**src/rtl/fcspq_pkg.sv**
```systemverilog
// Shared types, codes and helpers for the four-class stable priority queue.
package fcspq_pkg;

  localparam logic CMD_ADD  = 1'b0;
  localparam logic CMD_CALL = 1'b1;

  localparam logic [1:0] ST_ADDED  = 2'd0;
  localparam logic [1:0] ST_FULL   = 2'd1;
  localparam logic [1:0] ST_CALLED = 2'd2;
  localparam logic [1:0] ST_EMPTY  = 2'd3;

  localparam logic [1:0] ROOM_TWO = 2'd2;

  // Broadcast to every cell on an accepted request that changes the queue.
  typedef struct packed {
    logic       do_add;
    logic       do_call;
    logic [1:0] new_cls;
  } fcspq_ctrl_t;

  function automatic logic [1:0] class_room(input logic [1:0] cls);
    class_room = (cls >= ROOM_TWO) ? ROOM_TWO : cls;
  endfunction

endpackage

```
**src/rtl/fcspq_cell.sv**
```systemverilog
// One slot of the sorted shift chain: holds an identifier and its class.
module fcspq_cell #(
  parameter int ID_W = 16
) (
  input  logic                  clk,
  input  fcspq_pkg::fcspq_ctrl_t ctrl,
  input  logic [ID_W-1:0]       new_id,
  input  logic                  slot_valid,
  input  logic                  left_keep,
  input  logic [ID_W-1:0]       left_id,
  input  logic [1:0]            left_cls,
  input  logic [ID_W-1:0]       right_id,
  input  logic [1:0]            right_cls,
  output logic                  keep,
  output logic [ID_W-1:0]       id,
  output logic [1:0]            cls
);

  logic [ID_W-1:0] id_r, id_nxt;
  logic [1:0]      cls_r, cls_nxt;

  // Entry stays put on an add if it is held and not less urgent than the new one.
  assign keep = slot_valid && (cls_r <= ctrl.new_cls);

  always_comb begin
    id_nxt  = id_r;
    cls_nxt = cls_r;
    if (ctrl.do_add) begin
      if (!keep) begin
        if (left_keep) begin
          id_nxt  = new_id;
          cls_nxt = ctrl.new_cls;
        end else begin
          id_nxt  = left_id;
          cls_nxt = left_cls;
        end
      end
    end else if (ctrl.do_call) begin
      id_nxt  = right_id;
      cls_nxt = right_cls;
    end
  end

  always_ff @(posedge clk) begin
    id_r  <= id_nxt;
    cls_r <= cls_nxt;
  end

  assign id  = id_r;
  assign cls = cls_r;

endmodule

```
**src/rtl/four_class_stable_priority_queue.sv**
```systemverilog
// Top level: stable four-class priority queue built as a chain of shift cells.
//
//  channel | ports                                      | direction
//  --------+--------------------------------------------+----------
//  in      | in_valid in_ready in_cmd in_patient_id      | request in
//          | in_urgency                                 |
//  out     | out_valid out_ready out_status out_served_id| result out
//          | out_room out_waiting                       |
//
// One request per cycle: every cell compares against the new class in
// parallel and shifts in the same cycle; the result is registered in the
// output register. A request is taken while the output register is
// empty or being drained, so throughput is one per cycle while out_ready is
// high. rst_n (synchronous) empties the queue; cell contents are not reset.
module four_class_stable_priority_queue #(
  parameter int QUEUE_DEPTH = 16,
  parameter int ID_BITS     = 16
) (
  input  logic        clk,
  input  logic        rst_n,
  input  logic        in_valid,
  output logic        in_ready,
  input  logic        in_cmd,
  input  logic [15:0] in_patient_id,
  input  logic [1:0]  in_urgency,
  output logic        out_valid,
  input  logic        out_ready,
  output logic [1:0]  out_status,
  output logic [15:0] out_served_id,
  output logic [1:0]  out_room,
  output logic [4:0]  out_waiting
);

  localparam int ID_W  = (ID_BITS < 16) ? ID_BITS : 16;
  localparam int CNT_W = $clog2(QUEUE_DEPTH + 1);
  localparam logic [CNT_W-1:0] DEPTH_C = CNT_W'(QUEUE_DEPTH);

  logic             in_fire;
  logic             is_full, is_empty;
  logic [CNT_W-1:0] count_r, count_nxt;
  logic             out_valid_r, out_valid_nxt;
  logic [1:0]       status_r, status_nxt;
  logic [15:0]      served_r, served_nxt;
  logic [1:0]       room_r, room_nxt;
  logic [4:0]       waiting_r, waiting_nxt;
  logic [CNT_W+4:0] count_wide;
  logic [ID_W+15:0] front_wide;
  logic [ID_W-1:0]  new_id;

  fcspq_pkg::fcspq_ctrl_t ctrl;

  logic [ID_W-1:0] cell_id   [QUEUE_DEPTH];
  logic [1:0]      cell_cls  [QUEUE_DEPTH];
  logic            cell_keep [QUEUE_DEPTH];

  assign in_ready = !out_valid_r || out_ready;
  assign in_fire  = in_valid && in_ready;
  assign is_full  = (count_r == DEPTH_C);
  assign is_empty = (count_r == '0);
  assign new_id   = in_patient_id[ID_W-1:0];

  assign ctrl.do_add  = in_fire && (in_cmd == fcspq_pkg::CMD_ADD) && !is_full;
  assign ctrl.do_call = in_fire && (in_cmd == fcspq_pkg::CMD_CALL) && !is_empty;
  assign ctrl.new_cls = in_urgency;

  genvar i;
  generate
    for (i = 0; i < QUEUE_DEPTH; i++) begin : g_cell
      logic            left_keep;
      logic [ID_W-1:0] left_id, right_id;
      logic [1:0]      left_cls, right_cls;
      if (i == 0) begin : g_head
        assign left_keep = 1'b1;
        assign left_id   = new_id;
        assign left_cls  = in_urgency;
      end else begin : g_mid
        assign left_keep = cell_keep[i-1];
        assign left_id   = cell_id[i-1];
        assign left_cls  = cell_cls[i-1];
      end
      if (i == QUEUE_DEPTH - 1) begin : g_tail
        assign right_id  = cell_id[i];
        assign right_cls = cell_cls[i];
      end else begin : g_body
        assign right_id  = cell_id[i+1];
        assign right_cls = cell_cls[i+1];
      end
      fcspq_cell #(.ID_W(ID_W)) u_cell (
        .clk        (clk),
        .ctrl       (ctrl),
        .new_id     (new_id),
        .slot_valid (count_r > CNT_W'(i)),
        .left_keep  (left_keep),
        .left_id    (left_id),
        .left_cls   (left_cls),
        .right_id   (right_id),
        .right_cls  (right_cls),
        .keep       (cell_keep[i]),
        .id         (cell_id[i]),
        .cls        (cell_cls[i])
      );
    end
  endgenerate

  assign front_wide = {16'b0, cell_id[0]};

  always_comb begin
    count_nxt = count_r;
    if (ctrl.do_add) begin
      count_nxt = count_r + 1'b1;
    end else if (ctrl.do_call) begin
      count_nxt = count_r - 1'b1;
    end
  end

  assign count_wide = {5'b0, count_nxt};

  always_comb begin
    out_valid_nxt = out_valid_r;
    status_nxt    = status_r;
    served_nxt    = served_r;
    room_nxt      = room_r;
    waiting_nxt   = waiting_r;
    if (out_valid_r && out_ready) begin
      out_valid_nxt = 1'b0;
    end
    if (in_fire) begin
      out_valid_nxt = 1'b1;
      served_nxt    = '0;
      room_nxt      = '0;
      waiting_nxt   = count_wide[4:0];
      if (in_cmd == fcspq_pkg::CMD_ADD) begin
        status_nxt = is_full ? fcspq_pkg::ST_FULL : fcspq_pkg::ST_ADDED;
      end else if (is_empty) begin
        status_nxt = fcspq_pkg::ST_EMPTY;
      end else begin
        status_nxt = fcspq_pkg::ST_CALLED;
        served_nxt = front_wide[15:0];
        room_nxt   = fcspq_pkg::class_room(cell_cls[0]);
      end
    end
  end

  always_ff @(posedge clk) begin
    if (!rst_n) begin
      count_r     <= '0;
      out_valid_r <= 1'b0;
    end else begin
      count_r     <= count_nxt;
      out_valid_r <= out_valid_nxt;
    end
    status_r  <= status_nxt;
    served_r  <= served_nxt;
    room_r    <= room_nxt;
    waiting_r <= waiting_nxt;
  end

  assign out_valid     = out_valid_r;
  assign out_status    = status_r;
  assign out_served_id = served_r;
  assign out_room      = room_r;
  assign out_waiting   = waiting_r;

`ifndef SYNTH
  a_count_bound: assert property (@(posedge clk) disable iff (!rst_n)
    count_r <= DEPTH_C)
    else $error("entry count above depth");

  a_add_grows: assert property (@(posedge clk) disable iff (!rst_n)
    ctrl.do_add |=> count_r == $past(count_r) + 1'b1)
    else $error("accepted add did not grow the queue");

  a_empty_call_holds: assert property (@(posedge clk) disable iff (!rst_n)
    in_fire && (in_cmd == fcspq_pkg::CMD_CALL) && is_empty |=> is_empty)
    else $error("call on empty queue changed the count");

  a_noncall_clean: assert property (@(posedge clk) disable iff (!rst_n)
    out_valid && (out_status != fcspq_pkg::ST_CALLED) |->
      (out_served_id == 16'd0) && (out_room == 2'd0))
    else $error("served fields set on a non-call result");
`endif

endmodule

```
**config.mk**
```make
export PLATFORM = sky130hd
export DESIGN_NAME = four_class_stable_priority_queue
export DESIGN_NICKNAME = d
export VERILOG_FILES = /design/src/rtl/fcspq_pkg.sv /design/src/rtl/fcspq_cell.sv /design/src/rtl/four_class_stable_priority_queue.sv
export SDC_FILE = /design/constraint.sdc
export NUM_CORES = 1
export LEC_CHECK = 0
export BUFFER_PORTS_ARGS = -buffer_cell sky130_fd_sc_hd__buf_2
export CORE_MARGIN = 5
export CORE_UTILIZATION = 35
export CTS_BUF_LIST = sky130_fd_sc_hd__clkbuf_16
export DETAILED_ROUTE_END_ITERATION = 10
export GPL_TIMING_DRIVEN = 0
export HOLD_SLACK_MARGIN = 0.08
export PLACE_DENSITY = 0.49
export SLEW_MARGIN = 20
export SYNTH_ARGS = -nofsm -noshare
export SYNTH_HDL_FRONTEND = slang
export SYNTH_SLANG_ARGS = --single-unit
```
**constraint.sdc**
```tcl
create_clock -name clk -period 7.1 [get_ports clk]
set_input_delay 0.71 -clock clk [delete_from_list [all_inputs] [get_ports clk]]
set_output_delay 0.71 -clock clk [all_outputs]
set_load 0.1 [all_outputs]
```
==> impl_metrics.csv, run 1 <==
group,metric,value,unit
clock_network,tritoncts,"built",
worst_setup_path,crit_type,"reg -> reg",
worst_setup_path,r2r-start,"count_r[0]$_SDFF_PN0_",
cells_and_area,regArea,9520,um^2
timing,rsz0062_at_grt,"false",
yosys,synthMostInstantiatedCell,"edfxtp_1",
timing,period_minus_slack,3840,ps
floorplanning,rows,81,
worst_setup_path,timing.rr.end,"g_cell[15].u_cell.id[15]$_DFFE_PP_",
worst_setup_path,path_buf_inv,5,
clock_network,numCtsBuffers,39,
yosys,yosys_register_bits,319,
drt,avgRoutedWirePerCell,25.2,um
drt,viasPerCell,6.00,
min_path,holdPathStages,1,
power,p_per_area,308,nW/um^2
clock_network,clk_latency,570,ps
cells_and_area,fill_cells,4890,
cells_and_area,stdcell_area,19800,um^2
timing,fin_crit_sh,54.1,%
worst_setup_path,setup.worst_path.start_class,"register",
timing,slew_headroom,19.9,%
floorplanning,die-width,233,um
timing,setup_slack,3260,ps
yosys,yosys-top-cells-area,"edfxtp_1, a31oi_1, o21ai_0",
grt,grt_pass1_vias,14700,
placement,dp_hpwl,48.2,mm
min_path,hp-class,"in -> reg",
clock_network,cts.sinks,319,
floorplanning,start_util,35.5,%
cells_and_area,final_cells,2600,
yosys,ys_async_sr_fraction,0,%
timing,finalHoldViolCount,0,
power,peakVddDrop,0.000150,V
placement,port_buffers,48,
clock_network,cts-resized-gates,0,
floorplanning,die_area,54500,um^2
worst_setup_path,r2r_setup_slack,3260,ps
power,share_seq_of_total_power,42.2,%
yosys,syn_nets,1877,
yosys,synth_cell_types,54,
drt,drt_iter0_drc,1735,
placement,place_area,18600,um^2
grt,globalRouteTotalUtil,23.2,%
job,maxCapViolCount,0,
drt,ant_nets,0,
worst_setup_path,crit_top_cell,"buf_2",
power,combPwrFrac,26.1,%
clock_network,cts_buffer_depth,3,
power,intPower,3.93,mW
cells_and_area,area_growth,13.2,%
placement,gp_congestion,0.883,
min_path,hold_end,"out_status[1]$_DFFE_PN_",
floorplanning,ioPinCount,50,
worst_setup_path,reg2reg_depth,9,
drt,drt-total-wl,65.4,mm
yosys,netlist.area_leader.share,53.8,%
worst_setup_path,endpoint_kind,"register",
drt,drc,0,
cells_and_area,final_nets,1969,
timing,slew_violations,0,
worst_setup_path,cp_slowest_cell,"o31a_1",
floorplanning,design.core.area,49200,um^2
power,p_switching,2.16,mW
worst_setup_path,worstPathRequired,7270,ps
yosys,ys_seq_area_share,54.5,%
drt,vias,15600,
timing,tightestPinTransition,1200,ps
min_path,min_from,"in_cmd",
worst_setup_path,crit_chain,"buf_2 > inv_1 > ha_1 > nand2_1 > o2111a_1 > buf_2 > buf_6 > clkbuf_1 > o31a_1",
yosys,ys_warn_count,0,
worst_setup_path,crit_family,"buffers and inverters",
power,swShare,35.5,%
grt,antenna_found_initial,0,
cells_and_area,drive_above_1_share,9.76,%
worst_setup_path,crit_fanout,18,
yosys,synth_flop_cell,"edfxtp_1",
cells_and_area,multiInputGateArea,7160,um^2
grt,grt_max_degree,28,
placement,placed_cells,2531,
power,clkPwrFrac,31.6,%
yosys,synth_area,17500,um^2
clock_network,cts_hold_buffers,0,
yosys,synth-edff-count,313,
clock_network,post_cts_buffers,0,
placement,pre_cts_ws,3080,ps
timing,fin_setup_tns,0,ps
timing,setup_viol_count_final,0,
clock_network,clk_pin_slew,60,ps
worst_setup_path,slowest_delay,930,ps
worst_setup_path,critPathArrivalTime,4010,ps
yosys,syn_avg_cell_area,9.62,um^2
grt,grt_pass1_wl,96.0,mm
clock_network,htree_levels,2,
outcome,outcome,"finished, final reports clean",
timing,clock.fmax,260,MHz
drt,drt_pass1_iterations,6,
timing,skew,24.4,ps
power,leakagePower,6.69,nW
floorplanning,dieHeight,233,um
yosys,yosysTopAreaCell,"edfxtp_1",
yosys,synthTopCellsByCount,"edfxtp_1, o21ai_0, a31oi_1",
cells_and_area,antenna_cells,0,
clock_network,cts_root_buf,"clkbuf_16",
grt,grt-ovfl-total,0,
yosys,syn-instance-count,1816,
[cell usage in the layout, fill, tap and decap left out, drive strengths merged, types with 2 or more instances in the layout]
| cell | count |
|---|---|
| edfxtp | 313 |
| ha | 38 |
| or3 | 2 |
| nor2b | 16 |
| nand3 | 219 |
| clkinvlp | 2 |
| nor3 | 2 |
| a22oi | 3 |
| a31oi | 255 |
| nand2b | 6 |
| or2 | 3 |
| nor2 | 254 |
| mux2i | 3 |
| and2 | 2 |
| dfxtp | 6 |
| o211ai | 2 |
| a21o | 4 |
| and3 | 19 |
| bufinv | 3 |
| nand4 | 2 |
| o21a | 20 |
| mux2 | 18 |
| o21ai | 296 |
| buf | 112 |
| a21oi | 47 |
| a21boi | 2 |
| nand2 | 89 |
| xnor2 | 2 |
| clkbuf | 136 |
| clkinv | 15 |
| inv | 36 |
[logic make-up (layout without fill, tap and decap cells)]
family | after synthesis | count (layout) | synth area share (%)
XOR/XNOR | 2 | 2 | 0.100
AO/OA/AOI/OAI | 635 | 635 | 20.9
multiplexers | 21 | 21 | 1.33
adder cells (fa/ha/maj) | 38 | 38 | 2.72
flip-flops | 319 | 319 | 54.5
buffers and inverters | 184 | 304 | 4.66
AND/OR/NAND/NOR | 617 | 617 | 15.8
[worst max-delay path by stage]
stage / from / end / slack (ps) / depth (start not counted)
after detailed placement: in_urgency[1] / g_cell[10].u_cell.id[15]$_DFFE_PP_ / 3080 / 8
final: count_r[0]$_SDFF_PN0_ / g_cell[15].u_cell.id[15]$_DFFE_PP_ / 3260 / 9
after global placement: in_urgency[1] / g_cell[7].u_cell.id[10]$_DFFE_PP_ / 2280 / 8
after floorplan: in_urgency[1] / g_cell[2].u_cell.cls[0]$_DFFE_PP_ / 3780 / 7
after CTS: count_r[0]$_SDFF_PN0_ / g_cell[15].u_cell.id[15]$_DFFE_PP_ / 3250 / 9
after global routing: count_r[0]$_SDFF_PN0_ / g_cell[15].u_cell.id[15]$_DFFE_PP_ / 3070 / 9
[power by group through the flow]
stage	Clock, mW	Sequential [mW]	Combinational, mW
CTS	1.95	2.56	1.56
finish	1.93	2.57	1.59
global placement	0	2.60	1.53
floorplan	0	2.63	0.955
global route	2.03	2.59	1.72
detailed placement	0	2.60	1.56
[final cells by class]
type / count / share of cell area, %
buffer: 158 / 3.62
sequential: 319 / 48.1
tap: 664 / 4.20
timing repair buffer: 51 / 1.42
clock inverter: 30 / 1.06
clock buffer: 39 / 4.93
inverter: 26 / 0.493
multi-input combinational: 1313 / 36.2
[layer usage]
| metal | track usage, % | part of all wire (%) |
|---|---|---|
| met1 | 34.6 | 45 |
| met4 | 6.17 | 2.7 |
| met5 | 0 | 0 |
| met3 | 3.89 | 8.7 |
| met2 | 35.1 | 43 |
[worst reg2reg max path, stage by stage, from the launching register on]
cell      delay [ps]
dfxtp_1          370
buf_2            230
inv_1            130
ha_1             310
nand2_1          140
o2111a_1         210
buf_2            170
buf_6            200
clkbuf_1         780
o31a_1           930
[sequential cells by signal, summed over array words and instances (netlist names)]
| signal | flops |
|---|---|
| count_r | 5 |
| g_cell.u_cell.cls | 32 |
| g_cell.u_cell.id | 256 |
| out_room | 2 |
| out_served_id | 16 |
| out_status | 2 |
| out_valid | 1 |
| out_waiting | 5 |
[metrics by stage]
stage | utilization, % | total power, mW | hold WS [ps]
6_report | 40.3 | 6.09 | 471
5_1_grt | 40.3 | 6.34 | 460
4_1_cts | 40.3 | 6.08 | 444
2_1_floorplan | - | 3.59 | 511
3_3_place_gp | 37.7 | 4.12 | 530
3_5_place_dp | 37.8 | 4.16 | 534
Power figures use the tool's default switching activity.
==> run 2, diff against run 1 <==
--- a/config.mk
+++ b/config.mk
@@ -5,6 +5,7 @@
 export SDC_FILE = /design/constraint.sdc
 export NUM_CORES = 1
 export LEC_CHECK = 0
+export ABC_AREA = 1
 export BUFFER_PORTS_ARGS = -buffer_cell sky130_fd_sc_hd__buf_2
 export CORE_MARGIN = 5
 export CORE_UTILIZATION = 35
@@ -12,7 +13,7 @@
 export DETAILED_ROUTE_END_ITERATION = 10
 export GPL_TIMING_DRIVEN = 0
 export HOLD_SLACK_MARGIN = 0.08
-export PLACE_DENSITY = 0.49
+export PLACE_DENSITY = 0.51
 export SLEW_MARGIN = 20
 export SYNTH_ARGS = -nofsm -noshare
 export SYNTH_HDL_FRONTEND = slang
==> constraint.sdc (replaced) <==
create_clock -name clk -period 3.5 [get_ports clk]
set_input_delay 0.35 -clock clk [delete_from_list [all_inputs] [get_ports clk]]
set_output_delay 0.35 -clock clk [all_outputs]
set_load 0.1 [all_outputs]
==> impl_metrics.csv, run 2 <==
group,metric,value,unit
outcome,outcome,"finished, final reports clean",
floorplanning,start_util,35.3,%
power,p_per_area,575,nW/um^2
clock_network,cts_buffer_depth,3,
worst_setup_path,r2r_setup_slack,220,ps
drt,wl_met3,2.19,mm
worst_setup_path,endpoint,"g_cell[1].u_cell.cls[1]$_DFFE_PP_",
placement,dp_hpwl,36.1,mm
drt,drt-total-wl,46.1,mm
timing,setup_viol_count_final,0,
yosys,synth_cell_types,29,
drt,route.met2.wl,20.7,mm
power,peakVddDrop,0.000377,V
cells_and_area,layout_common_cells,"nand2_1, edfxtp_1, inv_1, o21ai_0, o21ai_1",
drt,avgRoutedWirePerCell,16.8,um
cells_and_area,antenna_cells,0,
yosys,syn_avg_cell_area,8.42,um^2
grt,antenna_found_initial,0,
timing,slew_headroom,36.3,%
floorplanning,die-width,229,um
worst_setup_path,endpoint_kind,"register",
floorplanning,rows,80,
timing,rsz0062_at_grt,"false",
yosys,netlist.area_leader.share,55.9,%
worst_setup_path,reg2reg_depth,6,
grt,globalRouteTotalUtil,17.3,%
yosys,syn-instance-count,1995,
grt,grt-ovfl-total,0,
yosys,yosysTopAreaCell,"edfxtp_1",
timing,fin_crit_sh,93.8,%
min_path,hp-class,"in -> reg",
grt,grt_pass1_vias,12800,
power,power.total,11.0,mW
timing,skew,14.8,ps
drt,routed.top_layer,"met4",
yosys,ys_async_sr_fraction,0,%
placement,gp_congestion,0.831,
worst_setup_path,setup.worst_path.start_class,"register",
placement,port_buffers,49,
worst_setup_path,startpoint,"count_r[0]$_SDFF_PN0_",
cells_and_area,drive_above_1_share,10.2,%
floorplanning,design.core.area,47600,um^2
drt,drt_iter0_drc,930,
yosys,synth_area,16800,um^2
timing,finalHoldViolCount,0,
drt,drc,0,
power,leakagePower,9.91,nW
yosys,syn_nets,2056,
drt,viasPerCell,4.62,
yosys,synthMostInstantiatedCell,"nand2_1",
power,combPwrFrac,18.7,%
cells_and_area,area_growth,14.3,%
clock_network,clk_latency,560,ps
yosys,synth-edff-count,313,
worst_setup_path,crit_fanout,18,
clock_network,numCtsBuffers,39,
drt,vias,12700,
cells_and_area,largest_reg_flops,256,
power,p_switching,3.34,mW
clock_network,tritoncts,"built",
yosys,yosys-top-cells-area,"edfxtp_1, nand2_1, inv_1",
floorplanning,ioPinCount,50,
worst_setup_path,worstPathRequired,3590,ps
job,maxCapViolCount,0,
drt,ant_nets,0,
power,swShare,30.2,%
cells_and_area,final_nets,2161,
yosys,synthTopCellsByCount,"nand2_1, edfxtp_1, inv_1",
timing,slew_violations,0,
power,clkPwrFrac,35.2,%
timing,clock.fmax,305,MHz
cells_and_area,layout_commonest_cell,"nand2_1",
worst_setup_path,timing.rr.end,"g_cell[1].u_cell.cls[1]$_DFFE_PP_",
worst_setup_path,critPathArrivalTime,3370,ps
timing,setup_slack,217,ps
timing,tightestPinTransition,956,ps
grt,grt_pass1_wl,72.3,mm
power,share_seq_of_total_power,46.1,%
placement,pre_cts_ws,-90.0,ps
yosys,ys_warn_count,0,
yosys,yosys_register_bits,319,
clock_network,cts_root_buf,"clkbuf_16",
worst_setup_path,r2r-start,"count_r[0]$_SDFF_PN0_",
power,intPower,7.70,mW
worst_setup_path,crit_type,"reg -> reg",
floorplanning,dieHeight,229,um
drt,m1WireLength,22.0,mm
yosys,synth_flop_cell,"edfxtp_1",
clock_network,htree_levels,2,
timing,period_minus_slack,3280,ps
yosys,ys_seq_area_share,56.6,%
clock_network,cts.sinks,319,
clock_network,clk_pin_slew,60,ps
drt,drt_pass1_iterations,5,
floorplanning,die_area,52500,um^2
grt,grt_max_degree,24,
## run 2: cell count changes in the layout (fill, tap and decap cells not counted), moves of 148 or more
cell,before,now
nand2_1,88,1026
a31oi_1,253,0
nor2_1,251,40
nand3_1,219,13
inv_1,35,198
o21ai_0,270,122
## run 2: what timing repair did
item	in CTS	in global routing
gates resized for setup	0	0
hold endpoints to repair	13	0
hold buffers	13	0
setup endpoints to repair	0	0
setup buffers	0	0
## run 2: worst max-delay path: stages, from the launching register on
cell	delay, ps
dfxtp_1	390
inv_1	170
ha_1	260
nand3_2	200
nand2_1	540
clkbuf_1	540
nand2_1	700
## run 2: routing by layer
layer  vias up  GRT usage, %
met2       277          28.2
li1       6589             -
met3        54          2.14
met5         -             0
met1      5750          24.4
met4         0          5.34
## run 2: worst min path at each step
stage,start,end,slack [ps],depth (start not counted)
after detailed placement,g_cell[15].u_cell.id[5]$_DFFE_PP_,g_cell[14].u_cell.id[5]$_DFFE_PP_,500,2
final,in_patient_id[11],g_cell[15].u_cell.id[11]$_DFFE_PP_,110,3
after global placement,g_cell[15].u_cell.id[9]$_DFFE_PP_,g_cell[14].u_cell.id[9]$_DFFE_PP_,500,2
after CTS,in_patient_id[11],g_cell[15].u_cell.id[11]$_DFFE_PP_,80,3
after global routing,in_patient_id[11],g_cell[15].u_cell.id[11]$_DFFE_PP_,110,3
after floorplan,in_cmd,out_status[1]$_DFFE_PN_,450,0
## run 2: cell families (layout without fill, tap and decap cells)
| group | count (synthesis) | in the layout | share of synthesized area (%) |
|---|---|---|---|
| adder cells (fa/ha/maj) | 38 | 38 | 2.83 |
| buffers and inverters | 280 | 413 | 7.20 |
| AO/OA/AOI/OAI | 232 | 232 | 6.97 |
| AND/OR/NAND/NOR | 1126 | 1126 | 26.4 |
| flip-flops | 319 | 319 | 56.6 |
## run 2: area by class of cell
class	instances	area, um^2
clock inverter	28	174
multi-input combinational	1396	6100
clock buffer	41	1030
sequential	319	9520
tap	615	769
fill	4945	28400
timing repair buffer	64	414
buffer	86	479
inverter	194	731
## run 2: power by group through the flow
stage	clock network, mW	registers (mW)	logic [mW]
after detailed placement	0	5.16	2.06
after global routing	4.13	5.13	2.36
after global placement	0	5.15	2.01
after CTS	3.99	5.09	2.08
after floorplan	0	5.28	1.32
final	3.89	5.09	2.06
## run 2: stage by stage
stage | instance area [um^2] | hold slack (ps) | util [%] | std cells | TNS (ps)
6_report | 19200 | 111 | 40.3 | 2743 | 0
4_1_cts | 19200 | 81.0 | 40.3 | 2743 | 0
3_3_place_gp | 17800 | 499 | 37.4 | 2659 | -2850
2_1_floorplan | 16800 | 449 | - | 1995 | 0
5_1_grt | 19200 | 113 | 40.3 | 2743 | 0
3_5_place_dp | 17900 | 504 | 37.5 | 2661 | -1920
